--- src/design/rqpm_pkg.sv ---
// Shared types, constants and codes for the ROI QP offset map painter.
// No dependencies; every other design file imports this package.

package rqpm_pkg;

	localparam int MAX_MAP_COLUMNS = 64;
	localparam int MAX_MAP_ROWS    = 64;
	localparam int BLOCK_SIZE      = 64;
	localparam int BLOCK_SHIFT     = $clog2(BLOCK_SIZE);
	localparam int STORE_DEPTH     = MAX_MAP_COLUMNS * MAX_MAP_ROWS;
	localparam int ADDR_W          = $clog2(STORE_DEPTH);

	localparam int DIM_W      = 7;   // map columns/rows, 1..64
	localparam int AREA_W     = 13;  // columns * rows, up to 4096
	localparam int PIX_W      = 13;  // frame size in pixels
	localparam int QP_W       = 6;
	localparam int OFS_W      = 8;   // signed QP offset
	localparam int BOX_W      = 14;  // signed box coordinates
	localparam int BLK_W      = 8;   // box coordinate in blocks, signed
	localparam int EDGE_W     = 10;  // box far edge in blocks, signed
	localparam int CFG_IDX_W  = 3;
	localparam int CFG_DATA_W = 13;
	localparam int QDEPTH     = 2;

	typedef enum logic [CFG_IDX_W-1:0] {
		REG_FRAME_WIDTH,
		REG_FRAME_HEIGHT,
		REG_ROI_QP,
		REG_BACKGROUND_QP,
		REG_BASE_QP
	} cfg_reg_t;

	typedef enum logic [1:0] {
		ACT_BEGIN,
		ACT_ADD,
		ACT_READ
	} act_t;

	// Work orders for the back end
	typedef enum logic [1:0] {
		BOP_NONE,
		BOP_FILL,
		BOP_PAINT,
		BOP_READ
	} bop_t;

	typedef enum logic [2:0] {
		BK_CLEAR,
		BK_IDLE,
		BK_FILL,
		BK_PAINT,
		BK_READ,
		BK_READ_DATA
	} bk_state_t;

	typedef struct packed {
		logic [PIX_W-1:0] frame_width;
		logic [PIX_W-1:0] frame_height;
		logic [QP_W-1:0]  roi_qp;
		logic [QP_W-1:0]  background_qp;
		logic [QP_W-1:0]  base_qp;
	} cfg_t;

	typedef struct packed {
		bop_t              op;
		logic [OFS_W-1:0]  value;
		logic [ADDR_W-1:0] index;
		logic [DIM_W-2:0]  x0;
		logic [DIM_W-1:0]  x1;
		logic [DIM_W-1:0]  y0;
		logic [DIM_W-1:0]  y1;
		logic [ADDR_W-1:0] row_base;
		logic [DIM_W-1:0]  cols;
		logic [DIM_W-1:0]  rows;
		logic              bad;
	} cmd_t;

	typedef struct packed {
		logic signed [OFS_W-1:0] qp_offset;
		logic [DIM_W-1:0]        map_columns;
		logic [DIM_W-1:0]        map_rows;
		logic                    index_bad;
	} res_t;

endpackage

--- src/design/rqpm_queue.sv ---
// Short command queue between the front end and the back end.
// Depends on rqpm_pkg for the command type and depth.

module rqpm_queue (
	input  logic           clk,
	input  logic           arst_n,
	input  logic           push,
	input  rqpm_pkg::cmd_t push_cmd,
	input  logic           pop,
	output rqpm_pkg::cmd_t head,
	output logic           empty,
	output logic           full
);
	import rqpm_pkg::*;

	localparam int PTR_W = $clog2(QDEPTH);
	localparam int CNT_W = $clog2(QDEPTH + 1);

	cmd_t             store_q [QDEPTH];
	logic [PTR_W-1:0] wr_ptr_q, rd_ptr_q;
	logic [CNT_W-1:0] count_q;

	assign empty = (count_q == '0);
	assign full  = (count_q == CNT_W'(QDEPTH));
	assign head  = store_q[rd_ptr_q];

	always_ff @(posedge clk or negedge arst_n) begin
		if (!arst_n) begin
			wr_ptr_q <= '0;
			rd_ptr_q <= '0;
			count_q  <= '0;
		end else begin
			if (push) begin
				wr_ptr_q <= (wr_ptr_q == PTR_W'(QDEPTH - 1)) ? '0 : wr_ptr_q + PTR_W'(1);
			end
			if (pop) begin
				rd_ptr_q <= (rd_ptr_q == PTR_W'(QDEPTH - 1)) ? '0 : rd_ptr_q + PTR_W'(1);
			end
			if (push && !pop) begin
				count_q <= count_q + CNT_W'(1);
			end else if (pop && !push) begin
				count_q <= count_q - CNT_W'(1);
			end
		end
	end

	always_ff @(posedge clk) begin
		if (push) begin
			store_q[wr_ptr_q] <= push_cmd;
		end
	end

endmodule

--- config.mk ---
export PLATFORM = sky130hd
export DESIGN_NAME = rqpm_queue
export DESIGN_NICKNAME = d
export VERILOG_FILES = /design/src/design/rqpm_pkg.sv /design/src/design/rqpm_queue.sv
export SDC_FILE = /design/constraint.sdc
export NUM_CORES = 1
export LEC_CHECK = 0
export BUFFER_PORTS_ARGS = -buffer_cell sky130_fd_sc_hd__buf_2
export CAP_MARGIN = 20
export CELL_PAD_IN_SITES_DETAIL_PLACEMENT = 1
export CELL_PAD_IN_SITES_GLOBAL_PLACEMENT = 1
export CORE_AREA = 8 8 130 132
export DETAILED_ROUTE_END_ITERATION = 8
export DIE_AREA = 0 0 138 140
export HOLD_SLACK_MARGIN = 0.05
export PLACE_DENSITY_LB_ADDON = 0.1
export SETUP_SLACK_MARGIN = 0.3
export SLEW_MARGIN = 20
export SYNTH_ARGS = -nofsm -noshare
export SYNTH_HDL_FRONTEND = slang
export SYNTH_SLANG_ARGS = --single-unit
--- constraint.sdc ---
create_clock -name clk -period 4 [get_ports clk]
set_input_delay 0.2 -clock clk [delete_from_list [all_inputs] [get_ports clk]]
set_output_delay 0.2 -clock clk [all_outputs]
set_load 0.1 [all_outputs]
### After elaboration in Yosys (flattened, before gate mapping)

Memories as Yosys holds them, arrays and structs flattened.
Cells that the tools add are included.

* bits in read-only memories: 0
* bits in latches: 0
* logic and storage cells: 21
* output and inout port bits: 78
* input bits: 80
* memories: 1
* bits in registers: 4
* memory bits (writable): 152

Memory list
* store_q: depth 2, bits a word 76, read ports 1, clocked after memory_dff 0, write ports 1, line rqpm_queue.sv:19 `cmd_t store_q [QDEPTH];`

* add/sub/neg operators: 4
* $mul: 0
* order comparisons: 0
* bitwise logic cells: 0
* mux-type cells: 6
* reduce and logical (&&, ||, !) cells: 6
* eq/ne operators: 1
* shifts and indexed selects: 0
* divide/modulo/power cells: 0

Operators by type and width (count)
* 1-bit 2-to-1 mux: 4
* 2-bit 2-to-1 mux: 2
* 1-bit adder, second input constant: 2
* 2-bit by 1-bit adder with 2-bit output, second input constant: 1
* 2-bit == test, second input constant: 1
* 1-bit logical AND: 2
* 1-bit zero test: 2
* 2-bit zero test: 1
* 2-bit nonzero test: 1
* 2-bit by 1-bit subtractor with 2-bit output, second input constant: 1

### Logic depth before layout (Yosys ltp)

* depth after elaboration: 4
* mapped depth: 5
* gate-level depth less buffers: 5

### Worst setup path after synthesis

OpenSTA, ideal clock, no wires.

* kind: reg-to-reg
* start point: reg wr_ptr_q
* end point: mem store_q[0][0] (netlist name) (enable)
* data arrival time: 3.774 ns
* cell stages (with the launch flop): 2
* library setup time: 0.520 ns
* period minus slack after synthesis: 4.294 ns
* data required time: 3.480 ns
* buffers on the path: 0
* path slack: -0.294 ns
* cells stage by stage: dfrtp_1 -> nor2b_1

RTL lines
* start: declaration: line rqpm_queue.sv:20 `logic [PTR_W-1:0] wr_ptr_q, rd_ptr_q;`
* start signal: assignment: line rqpm_queue.sv:34 `wr_ptr_q <= (wr_ptr_q == PTR_W'(QDEPTH - 1)) ? '0 : wr_ptr_q + PTR_W'(1);`
* end: declaration: line rqpm_queue.sv:19

Straight into the memory's write port.

==> flow_summary.ini <==
[outcome]
run_status = complete, no violations

[clock_tree]
h-tree-depth = 4
cts.path.max_buffers = 2
clk_pin_slew_ns = 0.06
cts_buffers = 17
insertion_delay_ns = 0.41
clock-sinks = 156
cts_tree = done
cts_post_setup_buffers_inserted = 0
cts_root_buf = clkbuf_16
post_cts_resized = 0

[global_route]
grt-ovfl-total = 0
antenna_found_initial = 1
grt_pass1_wl_um = 20100
grt_usage_pct = 13.3
grt_max_degree = 77
first_global_vias = 3660

[sta]
timing.setup.tns_ns = 0
period_share_pct = 66.8
slew_headroom_pct = 55.0
fin_worst_skew_ns = 0.00585
drv_slew = 0
rsz0062_at_grt = no
finalCriticalPeriod_ns = 2.67
tightest_slew_ns = 0.674
hold_viol_final = 0
setup_viol_count_final = 0
fmax_ghz = 0.374

[cells_and_area]
drive_above_1_share_pct = 52.2
syn_to_final_growth_pct = 40.6
nFillCells = 1404
fin_nets = 585

[routing]
first_pass_iters = 6
drt_iter0_drc = 137
drtAntennaViolNets = 0
viasPerCell = 4.56
wirelength_um = 12600
post_drt_wl_per_cell_um = 17.8
drc = 0
vias = 3219

[yosys]
seq_area_frac_synth_pct = 80.3
syn_area_mm2 = 0.00581
yosys-top-cells-area = edfxtp_1 79%, mux2_2 8.9%, mux2_4 7.8%, dfrtp_1 1.7%, buf_8 0.78%
avgSynthCellArea_um2 = 23.0
syn_nets = 334
synth_area_leader_cell = edfxtp_1
yosys.cell_types.count = 14
yosysTopAreaCellShare_pct = 78.6
synth_seq_cells = 156
yosys_warnings = 0
synthCells = 253

[floorplanning]
die_w_um = 138
pin_count = 158
rows = 45
core_area_mm2 = 0.0149
dieArea_mm2 = 0.0193
initial_utilization_pct = 39.1
die_y_um = 140

[placed_design]
routabilityCongestion = 0.711
dpl.hpwl_um = 7900
port_buffers = 157

[setup_path]
cp-start-kind = flop
critPathMaxFanout = 39
arrival_ns = 2.47
cp_slowest_stage_delay_ns = 0.86
cp.required_ns = 3.80
crit_chain = buf_4 -> mux2_2 -> buf_2
critPathSlowestCell = dfrtp_4
crit_path_end_kind = output pin
path_class = flop to output pin

[flow_run]
maxCapViolCount = 0

[hold_path]
hp-class = input pin to asynchronous set/reset pin
placed cells by master (no fill, tap or decap):
master	n
buf_2	157
edfxtp_1	152
dlygate4sd3_1	79
mux2_2	46
mux2_4	30
clkbuf_16	17
clkinv_2	6
xor2_1	4
buf_4	4
clkinvlp_4	3
dfrtp_1	3
nor2_1	2
bufinv_16	2
clkinv_1	2
diode_2	1
inv_1	1
nor2b_1	1
and2_4	1
nor2b_4	1
xnor2_1	1
ha_1	1
clkbuf_1	1
clkinv_4	1
dfrtp_4	1
buf_16	1
synthesized netlist by cell type (all sizes together):
cell type	number
buf	9
ha	1
xnor2	1
nor2	2
dfrtp	4
inv	1
and2	1
edfxtp	152
nor2b	2
mux2	76
xor2	4
worst paths after layout:
kind	startpoint	end	slack (ns)	cells after the start
worst max-delay path	rd_ptr_q	head[10]	1.33	3
worst min-delay path	arst_n	count_q[1]	0.15	2
worst max register to register	wr_ptr_q	store_q[1][9]	2.49	2
worst min register to register	count_q[1]	count_q[1]	0.49	1
max in group asynchronous	arst_n	rd_ptr_q	3.71	2
min in group clk	count_q[1]	count_q[1]	0.49	1
critical path, delay by kind of cell, from the launching register on:
| family | cells | cell delay, ns |
|---|---|---|
| mux | 1 | 0.40 |
| flops | 1 | 0.86 |
| buf+inv | 2 | 0.78 |
sequential cells by signal, indices dropped and copies added, names as in the netlist:
register,count
wr_ptr_q,1
store_q,152
rd_ptr_q,1
count_q,2
layout make-up:
cell class	instances	area (µm²)	share of cell area [%]
antenna	1	2.50	0.0307
clock inverter	14	129	1.58
tap	188	235	2.88
timing repair buffer	241	1630	20.0
sequential	156	4670	57.2
inverter	1	3.75	0.0460
multi-input combinational	87	1060	13.0
clock buffer	18	429	5.26
stage by stage:
step	utilization (%)	cell area (µm²)	worst slack [ns]	hold slack (ns)	instances
2_1_floorplan	-	5810	1.18	-0.0956	253
3_3_place_gp	45.6	6780	1.71	0.0114	593
3_5_place_dp	45.6	6780	1.68	0.0194	593
4_1_cts	54.7	8130	1.22	0.123	704
5_1_grt	54.9	8160	1.17	0.135	706
6_report	54.9	8160	1.33	0.146	706
logic make-up after synthesis:
logic type | share of synthesized area, %
flops | 80.3
fa+ha+maj | 0.215
buf+inv | 1.57
mux | 16.7
simple gates | 0.453
xor+xnor | 0.754
what timing repair did:
action / CTS / global route
hold buffers: 79 / 0
hold endpoints to repair: 158 / 0
setup endpoints to repair: 0 / 0
per-layer routing:
metal / vias up / global-route usage (%) / share of wire, %
met2: 113 / 21.3 / 49
met5: - / 0 / 0
met4: 0 / 5.66 / 1.6
met1: 1583 / 15.7 / 43
li1: 1506 / - / -
met3: 17 / 5.27 / 6.8
Power is not shown: default switching activity piles up to over one toggle a cycle in this logic, so the estimate is an artifact.
