File: src/design/rqpm_pkg.sv
// Shared types, constants and codes for the ROI QP offset map painter.
// No dependencies; every other design file imports this package.

package rqpm_pkg;

	localparam int MAX_MAP_COLUMNS = 64;
	localparam int MAX_MAP_ROWS    = 64;
	localparam int BLOCK_SIZE      = 64;
	localparam int BLOCK_SHIFT     = $clog2(BLOCK_SIZE);
	localparam int STORE_DEPTH     = MAX_MAP_COLUMNS * MAX_MAP_ROWS;
	localparam int ADDR_W          = $clog2(STORE_DEPTH);

	localparam int DIM_W      = 7;   // map columns/rows, 1..64
	localparam int AREA_W     = 13;  // columns * rows, up to 4096
	localparam int PIX_W      = 13;  // frame size in pixels
	localparam int QP_W       = 6;
	localparam int OFS_W      = 8;   // signed QP offset
	localparam int BOX_W      = 14;  // signed box coordinates
	localparam int BLK_W      = 8;   // box coordinate in blocks, signed
	localparam int EDGE_W     = 10;  // box far edge in blocks, signed
	localparam int CFG_IDX_W  = 3;
	localparam int CFG_DATA_W = 13;
	localparam int QDEPTH     = 2;

	typedef enum logic [CFG_IDX_W-1:0] {
		REG_FRAME_WIDTH,
		REG_FRAME_HEIGHT,
		REG_ROI_QP,
		REG_BACKGROUND_QP,
		REG_BASE_QP
	} cfg_reg_t;

	typedef enum logic [1:0] {
		ACT_BEGIN,
		ACT_ADD,
		ACT_READ
	} act_t;

	// Work orders for the back end
	typedef enum logic [1:0] {
		BOP_NONE,
		BOP_FILL,
		BOP_PAINT,
		BOP_READ
	} bop_t;

	typedef enum logic [2:0] {
		BK_CLEAR,
		BK_IDLE,
		BK_FILL,
		BK_PAINT,
		BK_READ,
		BK_READ_DATA
	} bk_state_t;

	typedef struct packed {
		logic [PIX_W-1:0] frame_width;
		logic [PIX_W-1:0] frame_height;
		logic [QP_W-1:0]  roi_qp;
		logic [QP_W-1:0]  background_qp;
		logic [QP_W-1:0]  base_qp;
	} cfg_t;

	typedef struct packed {
		bop_t              op;
		logic [OFS_W-1:0]  value;
		logic [ADDR_W-1:0] index;
		logic [DIM_W-2:0]  x0;
		logic [DIM_W-1:0]  x1;
		logic [DIM_W-1:0]  y0;
		logic [DIM_W-1:0]  y1;
		logic [ADDR_W-1:0] row_base;
		logic [DIM_W-1:0]  cols;
		logic [DIM_W-1:0]  rows;
		logic              bad;
	} cmd_t;

	typedef struct packed {
		logic signed [OFS_W-1:0] qp_offset;
		logic [DIM_W-1:0]        map_columns;
		logic [DIM_W-1:0]        map_rows;
		logic                    index_bad;
	} res_t;

endpackage

File: src/design/rqpm_front.sv
// Front end: takes items, converts boxes to block units, clips them and
// classifies each item into a back-end command. Depends on rqpm_pkg.

module rqpm_front (
	input  logic                           clk,
	input  logic                           arst_n,
	input  logic                           take,
	input  logic [1:0]                     action,
	input  logic signed [rqpm_pkg::BOX_W-1:0] box_left,
	input  logic signed [rqpm_pkg::BOX_W-1:0] box_top,
	input  logic signed [rqpm_pkg::BOX_W-1:0] box_wide,
	input  logic signed [rqpm_pkg::BOX_W-1:0] box_tall,
	input  logic [rqpm_pkg::ADDR_W-1:0]    entry_index,
	input  rqpm_pkg::cfg_t                 cfg,
	input  logic                           q_full,
	output logic                           push,
	output rqpm_pkg::cmd_t                 cmd,
	output logic                           front_busy
);
	import rqpm_pkg::*;

	function automatic logic [DIM_W-1:0] blocks_of(input logic [PIX_W-1:0] px,
		input int unsigned limit);
		logic [PIX_W:0] sum;
		logic [PIX_W:0] n;
		begin
			sum = {1'b0, px} + (PIX_W+1)'(BLOCK_SIZE - 1);
			n = sum >> BLOCK_SHIFT;
			if (n == '0) begin
				n = (PIX_W+1)'(1);
			end
			if (n > (PIX_W+1)'(limit)) begin
				n = (PIX_W+1)'(limit);
			end
			return n[DIM_W-1:0];
		end
	endfunction

	// Divide by the block size, truncating toward zero
	function automatic logic signed [BLK_W-1:0] to_blocks(input logic signed [BOX_W-1:0] v);
		logic signed [BOX_W-1:0] adj;
		begin
			adj = v + (v[BOX_W-1] ? $signed(BOX_W'(BLOCK_SIZE - 1)) : $signed(BOX_W'(0)));
			return BLK_W'(adj >>> BLOCK_SHIFT);
		end
	endfunction

	logic                      valid_s1;
	logic [1:0]                action_s1;
	logic signed [BOX_W-1:0]   left_s1, top_s1, wide_s1, tall_s1;
	logic [ADDR_W-1:0]         index_s1;

	logic                      valid_s2;
	logic [1:0]                action_s2;
	logic signed [BLK_W-1:0]   x_s2, y_s2;
	logic signed [EDGE_W-1:0]  xe_s2, ye_s2;
	logic [ADDR_W-1:0]         index_s2;
	logic [DIM_W-1:0]          cols_s2, rows_s2;
	logic [AREA_W-1:0]         area_s2;
	logic [OFS_W-1:0]          roi_val_s2, bg_val_s2;

	logic                      adv_s2, load_s2, load_s1;
	logic [DIM_W-1:0]          cols_n, rows_n;
	logic signed [BLK_W-1:0]   qx, qy, qw, qh;

	assign adv_s2  = valid_s2 && !q_full;
	assign load_s2 = !valid_s2 || adv_s2;
	assign load_s1 = !valid_s1 || load_s2;
	assign push    = adv_s2;
	assign front_busy = valid_s1 || valid_s2;

	assign cols_n = blocks_of(cfg.frame_width, MAX_MAP_COLUMNS);
	assign rows_n = blocks_of(cfg.frame_height, MAX_MAP_ROWS);
	assign qx = to_blocks(left_s1);
	assign qy = to_blocks(top_s1);
	assign qw = to_blocks(wide_s1);
	assign qh = to_blocks(tall_s1);

	always_ff @(posedge clk or negedge arst_n) begin
		if (!arst_n) begin
			valid_s1 <= 1'b0;
			valid_s2 <= 1'b0;
		end else begin
			if (load_s1) begin
				valid_s1 <= take;
			end
			if (load_s2) begin
				valid_s2 <= valid_s1;
			end
		end
	end

	always_ff @(posedge clk) begin
		if (load_s1 && take) begin
			action_s1 <= action;
			left_s1   <= box_left;
			top_s1    <= box_top;
			wide_s1   <= box_wide;
			tall_s1   <= box_tall;
			index_s1  <= entry_index;
		end
		if (load_s2 && valid_s1) begin
			action_s2  <= action_s1;
			x_s2       <= qx;
			y_s2       <= qy;
			// far edge = position + size + 1, all in blocks
			xe_s2      <= EDGE_W'(qx) + EDGE_W'(qw) + EDGE_W'(1);
			ye_s2      <= EDGE_W'(qy) + EDGE_W'(qh) + EDGE_W'(1);
			index_s2   <= index_s1;
			cols_s2    <= cols_n;
			rows_s2    <= rows_n;
			area_s2    <= AREA_W'(cols_n * rows_n);
			roi_val_s2 <= OFS_W'(cfg.roi_qp) - OFS_W'(cfg.base_qp);
			bg_val_s2  <= OFS_W'(cfg.background_qp) - OFS_W'(cfg.base_qp);
		end
	end

	// Clip and classify
	logic signed [EDGE_W-1:0] cols_e, rows_e, xl, yl;
	logic [DIM_W-1:0]         x0w, y0w;
	logic                     paint, bad;

	always_comb begin
		cols_e = $signed({{(EDGE_W-DIM_W){1'b0}}, cols_s2});
		rows_e = $signed({{(EDGE_W-DIM_W){1'b0}}, rows_s2});
		x0w = x_s2[BLK_W-1] ? '0 : x_s2[DIM_W-1:0];
		y0w = y_s2[BLK_W-1] ? '0 : y_s2[DIM_W-1:0];
		xl = (xe_s2 > cols_e) ? cols_e : xe_s2;
		yl = (ye_s2 > rows_e) ? rows_e : ye_s2;
		paint = (xl > $signed({{(EDGE_W-DIM_W){1'b0}}, x0w}))
			&& (yl > $signed({{(EDGE_W-DIM_W){1'b0}}, y0w}));
		bad = {1'b0, index_s2} >= area_s2;

		cmd.op       = BOP_NONE;
		cmd.value    = '0;
		cmd.index    = index_s2;
		cmd.x0       = x0w[DIM_W-2:0];
		cmd.x1       = xl[DIM_W-1:0];
		cmd.y0       = y0w;
		cmd.y1       = yl[DIM_W-1:0];
		cmd.row_base = ADDR_W'(cols_s2 * y0w);
		cmd.cols     = cols_s2;
		cmd.rows     = rows_s2;
		cmd.bad      = 1'b0;
		unique case (action_s2)
			ACT_BEGIN: begin
				cmd.op    = BOP_FILL;
				cmd.value = bg_val_s2;
			end
			ACT_ADD: begin
				cmd.op    = paint ? BOP_PAINT : BOP_NONE;
				cmd.value = roi_val_s2;
			end
			ACT_READ: begin
				cmd.op  = bad ? BOP_NONE : BOP_READ;
				cmd.bad = bad;
			end
			default: begin
				cmd.op = BOP_NONE;
			end
		endcase
	end

endmodule

File: config.mk
export PLATFORM = sky130hd
export DESIGN_NAME = rqpm_front
export DESIGN_NICKNAME = d
export VERILOG_FILES = /design/src/design/rqpm_pkg.sv /design/src/design/rqpm_front.sv
export SDC_FILE = /design/constraint.sdc
export NUM_CORES = 1
export LEC_CHECK = 0
export BUFFER_PORTS_ARGS = -buffer_cell sky130_fd_sc_hd__buf_2
export CORE_AREA = 2 2 200 202
export CTS_CLUSTER_DIAMETER = 60
export CTS_CLUSTER_SIZE = 10
export DETAILED_ROUTE_END_ITERATION = 8
export DIE_AREA = 0 0 202 204
export GPL_TIMING_DRIVEN = 0
export PLACE_DENSITY = 0.47
export SYNTH_ARGS = -nofsm -noshare
export SYNTH_HDL_FRONTEND = slang
export SYNTH_SLANG_ARGS = --single-unit
File: constraint.sdc
create_clock -name clk -period 11.13 [get_ports clk]
set_clock_uncertainty 0.05 [all_clocks]
set_input_delay 0.5565 -clock clk [delete_from_list [all_inputs] [get_ports clk]]
set_output_delay 0.5565 -clock clk [all_outputs]
set_load 0.02 [all_outputs]
# == Word level (Yosys, flattened, before mapping) ==
# Cells that the tools add are included.
# totals
register_bits,165
word_cells,72
out_inout_bits,78
input_bits,118
# op_classes
mul,2
n_addsub,12
n_mux,17
magnitude_cmp,7
eq_ne,2
n_reduce_logical,13
# ops
operator,count
14-bit by 7-bit adder with 14-bit output,4
10-bit by 8-bit greater-than comparator with 1-bit output,4
"13-bit by 6-bit adder with 14-bit output, second input constant",2
14-bit zero test,2
7-bit two-way mux,4
6-bit two-way mux,4
"9-bit by 2-bit adder with 10-bit output, second input constant",2
10-bit two-way mux,2
8-bit by 8-bit adder with 9-bit output,2
"8-bit by 7-bit greater-than comparator with 1-bit output, second input constant",2
8-bit two-way mux,2
8-bit case mux with 2 select lines,1
6-bit by 6-bit subtractor with 7-bit output,2
12-bit by 13-bit greater-or-equal comparator with 1-bit output,1
7-bit by 7-bit multiplier with 13-bit output,1
7-bit by 7-bit multiplier with 12-bit output,1
2-bit case mux with 3 select lines,1
1-bit logical AND,4
2-bit two-way mux,2
1-bit zero test,3
1-bit logical OR,3
"2-bit by 1-bit == test with 1-bit output, second input constant",1
"2-bit == test, second input constant",1
2-bit zero test,1
1-bit two-way mux,1

# == Depth between registers and ports, before layout ==
# depth
ltp_word,6
depth_mapped,21
depth_no_buf,21

# == Least setup slack after synthesis ==
# Ideal clock, no wire load.
# synth_timing
path_type,input-to-reg
startpoint,in q_full
endpoint,reg action_s2[0] (enable)
path_buffers,0
setup_time_ns,0.678
setup_slack_ns,3.242
t_required_ns,10.402
path_stages,1
arrival_ns,7.159
path_cell_list,a21boi_0
# synth_via
elab_chain_cells,4
# synth_rtl
item,line_no,text
"start, declared",rqpm_front.sv:15,"input logic q_full,"
1-bit zero test,rqpm_front.sv:66,assign adv_s2 = valid_s2 && !q_full;
1-bit logical AND,rqpm_front.sv:66,
1-bit logical OR,rqpm_front.sv:67,assign load_s2 = !valid_s2 || adv_s2;
1-bit logical AND,rqpm_front.sv:102,if (load_s2 && valid_s1) begin
"end signal, assigned",rqpm_front.sv:103,action_s2 <= action_s1;
"end, declared",rqpm_front.sv:54,logic [1:0] action_s2;
# Every way passes these cells.
# A chain may end at the register's enable or synchronous reset.

==> impl_metrics.json <==
{
  "r2r_end": "xe_s2[6]",
  "drv_slew": 0,
  "holdPathEnd": "tall_s1[3]",
  "timing.hold.ws_ps": 247,
  "synthArstFlopShare": 0.0123,
  "syn_avg_cell_area_um2": 10.9,
  "wl_per_cell_um": 15.2,
  "mostFrequentLayoutCell": "buf_2",
  "synth_top_area_cell": "edfxtp_1",
  "syn_to_final_growth_pct": 20.4,
  "cp_common_cell": "fa_1",
  "period_needed_ps": 5970,
  "routed_wl_mm": 27.6,
  "r2r_start": "left_s1[13]",
  "maxSlewHeadroom": 0.357,
  "grt_pass1_vias": 8226,
  "die_width_um": 202,
  "drtPass1Iterations": 5,
  "tightest_slew_ps": 941,
  "synth-simple-area-share": 0.131,
  "end_kind": "output pin",
  "ys_types": 58,
  "utilization": 0.356,
  "synth_xor_area_frac": 0.0597,
  "clk_pin_slew_ps": 70,
  "ant_nets": 0,
  "hold_class": "in -> reg",
  "r2r_slack_ps": 7080,
  "syn-num-nets": 1371,
  "htree_levels": 4,
  "core_um2": 39200,
  "arrival_ps": 5360,
  "setup_violations": 0,
  "grt_use_total": 0.137,
  "tns_ps": 0,
  "outcome": "complete, no violations",
  "startpoint_type": "flop",
  "synth_mux_area_frac": 0.0214,
  "antenna_found_initial": 3,
  "hp-start": "box_tall[3]",
  "crit_type": "reg -> out",
  "initial_core_util": 0.296,
  "antenna_cells": 0,
  "synth.area.top_cells": "edfxtp_1, ha_1, fa_1",
  "portBuffers": 195,
  "drc": 0,
  "cts_tree": "built",
  "critPathMaxStageDelay_ps": 540,
  "place_congestion": 0.814,
  "vias_per_cell": 4.42,
  "ir_worst_vdd_v": 0.0000867,
  "cts_resized": 0,
  "cts.sinks": 163,
  "drtIter0Drc": 280,
  "overflow": 0,
  "mostFrequentLayoutCells": "buf_2, edfxtp_1, inv_1",
  "syn_inst": 1060,
  "synth_top_family_by_area": "adder cells",
  "fin_crit_sh": 0.536,
  "nNetsFinal": 1590,
  "synth-main-ff-cell": "edfxtp_1",
  "clk_latency_ps": 430,
  "vias": 8036,
  "grt_pass1_wl_mm": 44.0,
  "rows": 73,
  "powerDensity_nw_per_um2": 144,
  "synthAdderAreaFrac": 0.241,
  "cp_slowest_cell": "fa_1",
  "drive_gt1_frac": 0.206,
  "p_leak_nw": 6.32,
  "ys_seq_area_frac": 0.421,
  "reg2reg_depth": 15,
  "rsz0062_at_grt": "false",
  "yosys_warnings": 0,
  "synth_top_area_frac": 0.417,
  "cts_buffer_depth": 2,
  "clockRootBuffer": "clkbuf_16",
  "path_cells": "nor2b_1, clkbuf_1, inv_1, nor2_1, fa_1, inv_1, fa_1, fa_1, inv_1, fa_1, ha_1, nand3_1, o211ai_1, o41ai_1, o21ai_0, xnor2_1, buf_2",
  "min_delay_path_depth": 1,
  "cp_max_fo": 7,
  "drv_cap": 0,
  "ioPinCount": 196,
  "synth_compound_area_frac": 0.0743,
  "post_cts_buffers": 0,
  "synth_area_um2": 11600,
  "synth_edf_count": 161,
  "numCtsBuffers": 17,
  "max_freq_mhz": 168,
  "die_area_um2": 41200,
  "hold_viol_final": 0,
  "die_h_um": 204,
  "required_ps": 10520,
  "grt_max_degree": 63,
  "synth-seq-cells": 163,
  "dp_hpwl_mm": 22.5,
  "total_power_mw": 2.01
}
==> timing repair <==
action | CTS | global route
hold buffers | 1 | 0
setup endpoints to repair | 0 | 0
endpoints found under the hold margin | 2 | 0
==> flip-flops by register name, indices dropped and copies added (netlist names) <==
name and count:
action_s1 2, action_s2 2, area_s2 13, bg_val_s2 7
cols_s2 7, index_s1 12, index_s2 12, left_s1 14
roi_val_s2 7, rows_s2 7, tall_s1 14, top_s1 14
valid_s1 1, valid_s2 1, wide_s1 14, x_s2 8
xe_s2 10, y_s2 8, ye_s2 10
==> worst max path at each step <==
stage,startpoint,end,slack (ps),cells past startpoint
after floorplan,q_full,action_s2[0],3240,1
after global placement,q_full,x_s2[2],-990,2
after detailed placement,cfg[39],area_s2[12],4880,19
after CTS,y_s2[7],cmd[26],5050,17
after global routing,y_s2[7],cmd[26],4800,17
final,y_s2[7],cmd[26],5160,17
==> worst max-delay path, delay by kind of cell, from the launching register on <==
family / cells / cell delay, ps
AO/OA/AOI/OAI: 3 / 770
XOR/XNOR: 1 / 150
adder cells (fa/ha/maj): 5 / 2240
buffers and inverters: 5 / 820
flip-flops: 1 / 470
AND/OR/NAND/NOR: 3 / 500
==> power breakdown <==
| group | internal [mW] | switching, mW |
|---|---|---|
| clock | 0.360 | 0.264 |
| sequential | 0.755 | 0.0358 |
| combinational | 0.245 | 0.355 |
==> area by class of cell <==
type | instances | area (µm²)
clock inverter | 15 | 193
tap | 525 | 657
buffer | 13 | 52.6
sequential | 163 | 4880
multi-input combinational | 738 | 6120
inverter | 146 | 548
fill | 3956 | 25200
clock buffer | 17 | 425
timing repair buffer | 200 | 1080
==> cells in the mapped netlist (2+ instances only) <==
master,number
edfxtp_1,161
inv_1,144
ha_1,143
nand2_1,92
nor2_1,78
xnor2_1,55
fa_1,50
a21oi_1,33
o21ai_0,31
nand3_1,29
xor2_1,24
nor2b_1,23
and2_1,16
nand2b_1,16
nor3_1,16
mux2_2,14
clkbuf_1,11
nand4_1,11
a21o_1,10
mux2i_1,9
and3_1,8
or2_2,8
a21boi_0,7
o21a_1,7
a31oi_1,6
o21bai_1,6
o31ai_1,5
a211oi_1,4
nor3b_1,4
o41ai_1,3
a2111oi_0,2
a221oi_1,2
a311oi_1,2
dfrtp_1,2
inv_2,2
nor4_1,2
o211ai_1,2
or3_1,2
==> cell families (layout without fill, tap and decap cells) <==
logic type               count (synthesis)  count (layout)
AO/OA/AOI/OAI                          130             130
AND/OR/NAND/NOR                        313             313
XOR/XNOR                                79              79
buffers and inverters                  159             391
adder cells (fa/ha/maj)                193             193
flip-flops                             163             163
multiplexers                            23              23
==> metal layers <==
layer / up-vias / part of all wire / global-route usage
li1: 4096 / - / -
met1: 3796 / 0.49 / 0.185
met2: 125 / 0.47 / 0.229
met3: 13 / 0.035 / 0.0255
met4: 6 / 0.0067 / 0.0299
met5: - / 0.0012 / 0
==> stage by stage <==
| step | cell area (µm²) | setup WS, ps | std cells |
|---|---|---|---|
| after floorplan | 11600 | 3240 | 1060 |
| after global placement | 13200 | -993 | 1780 |
| after detailed placement | 13300 | 4880 | 1784 |
| after CTS | 14000 | 5050 | 1817 |
| after global routing | 14000 | 4800 | 1817 |
| final | 14000 | 5160 | 1817 |
Note: power is estimated with default switching activity, not from simulation.
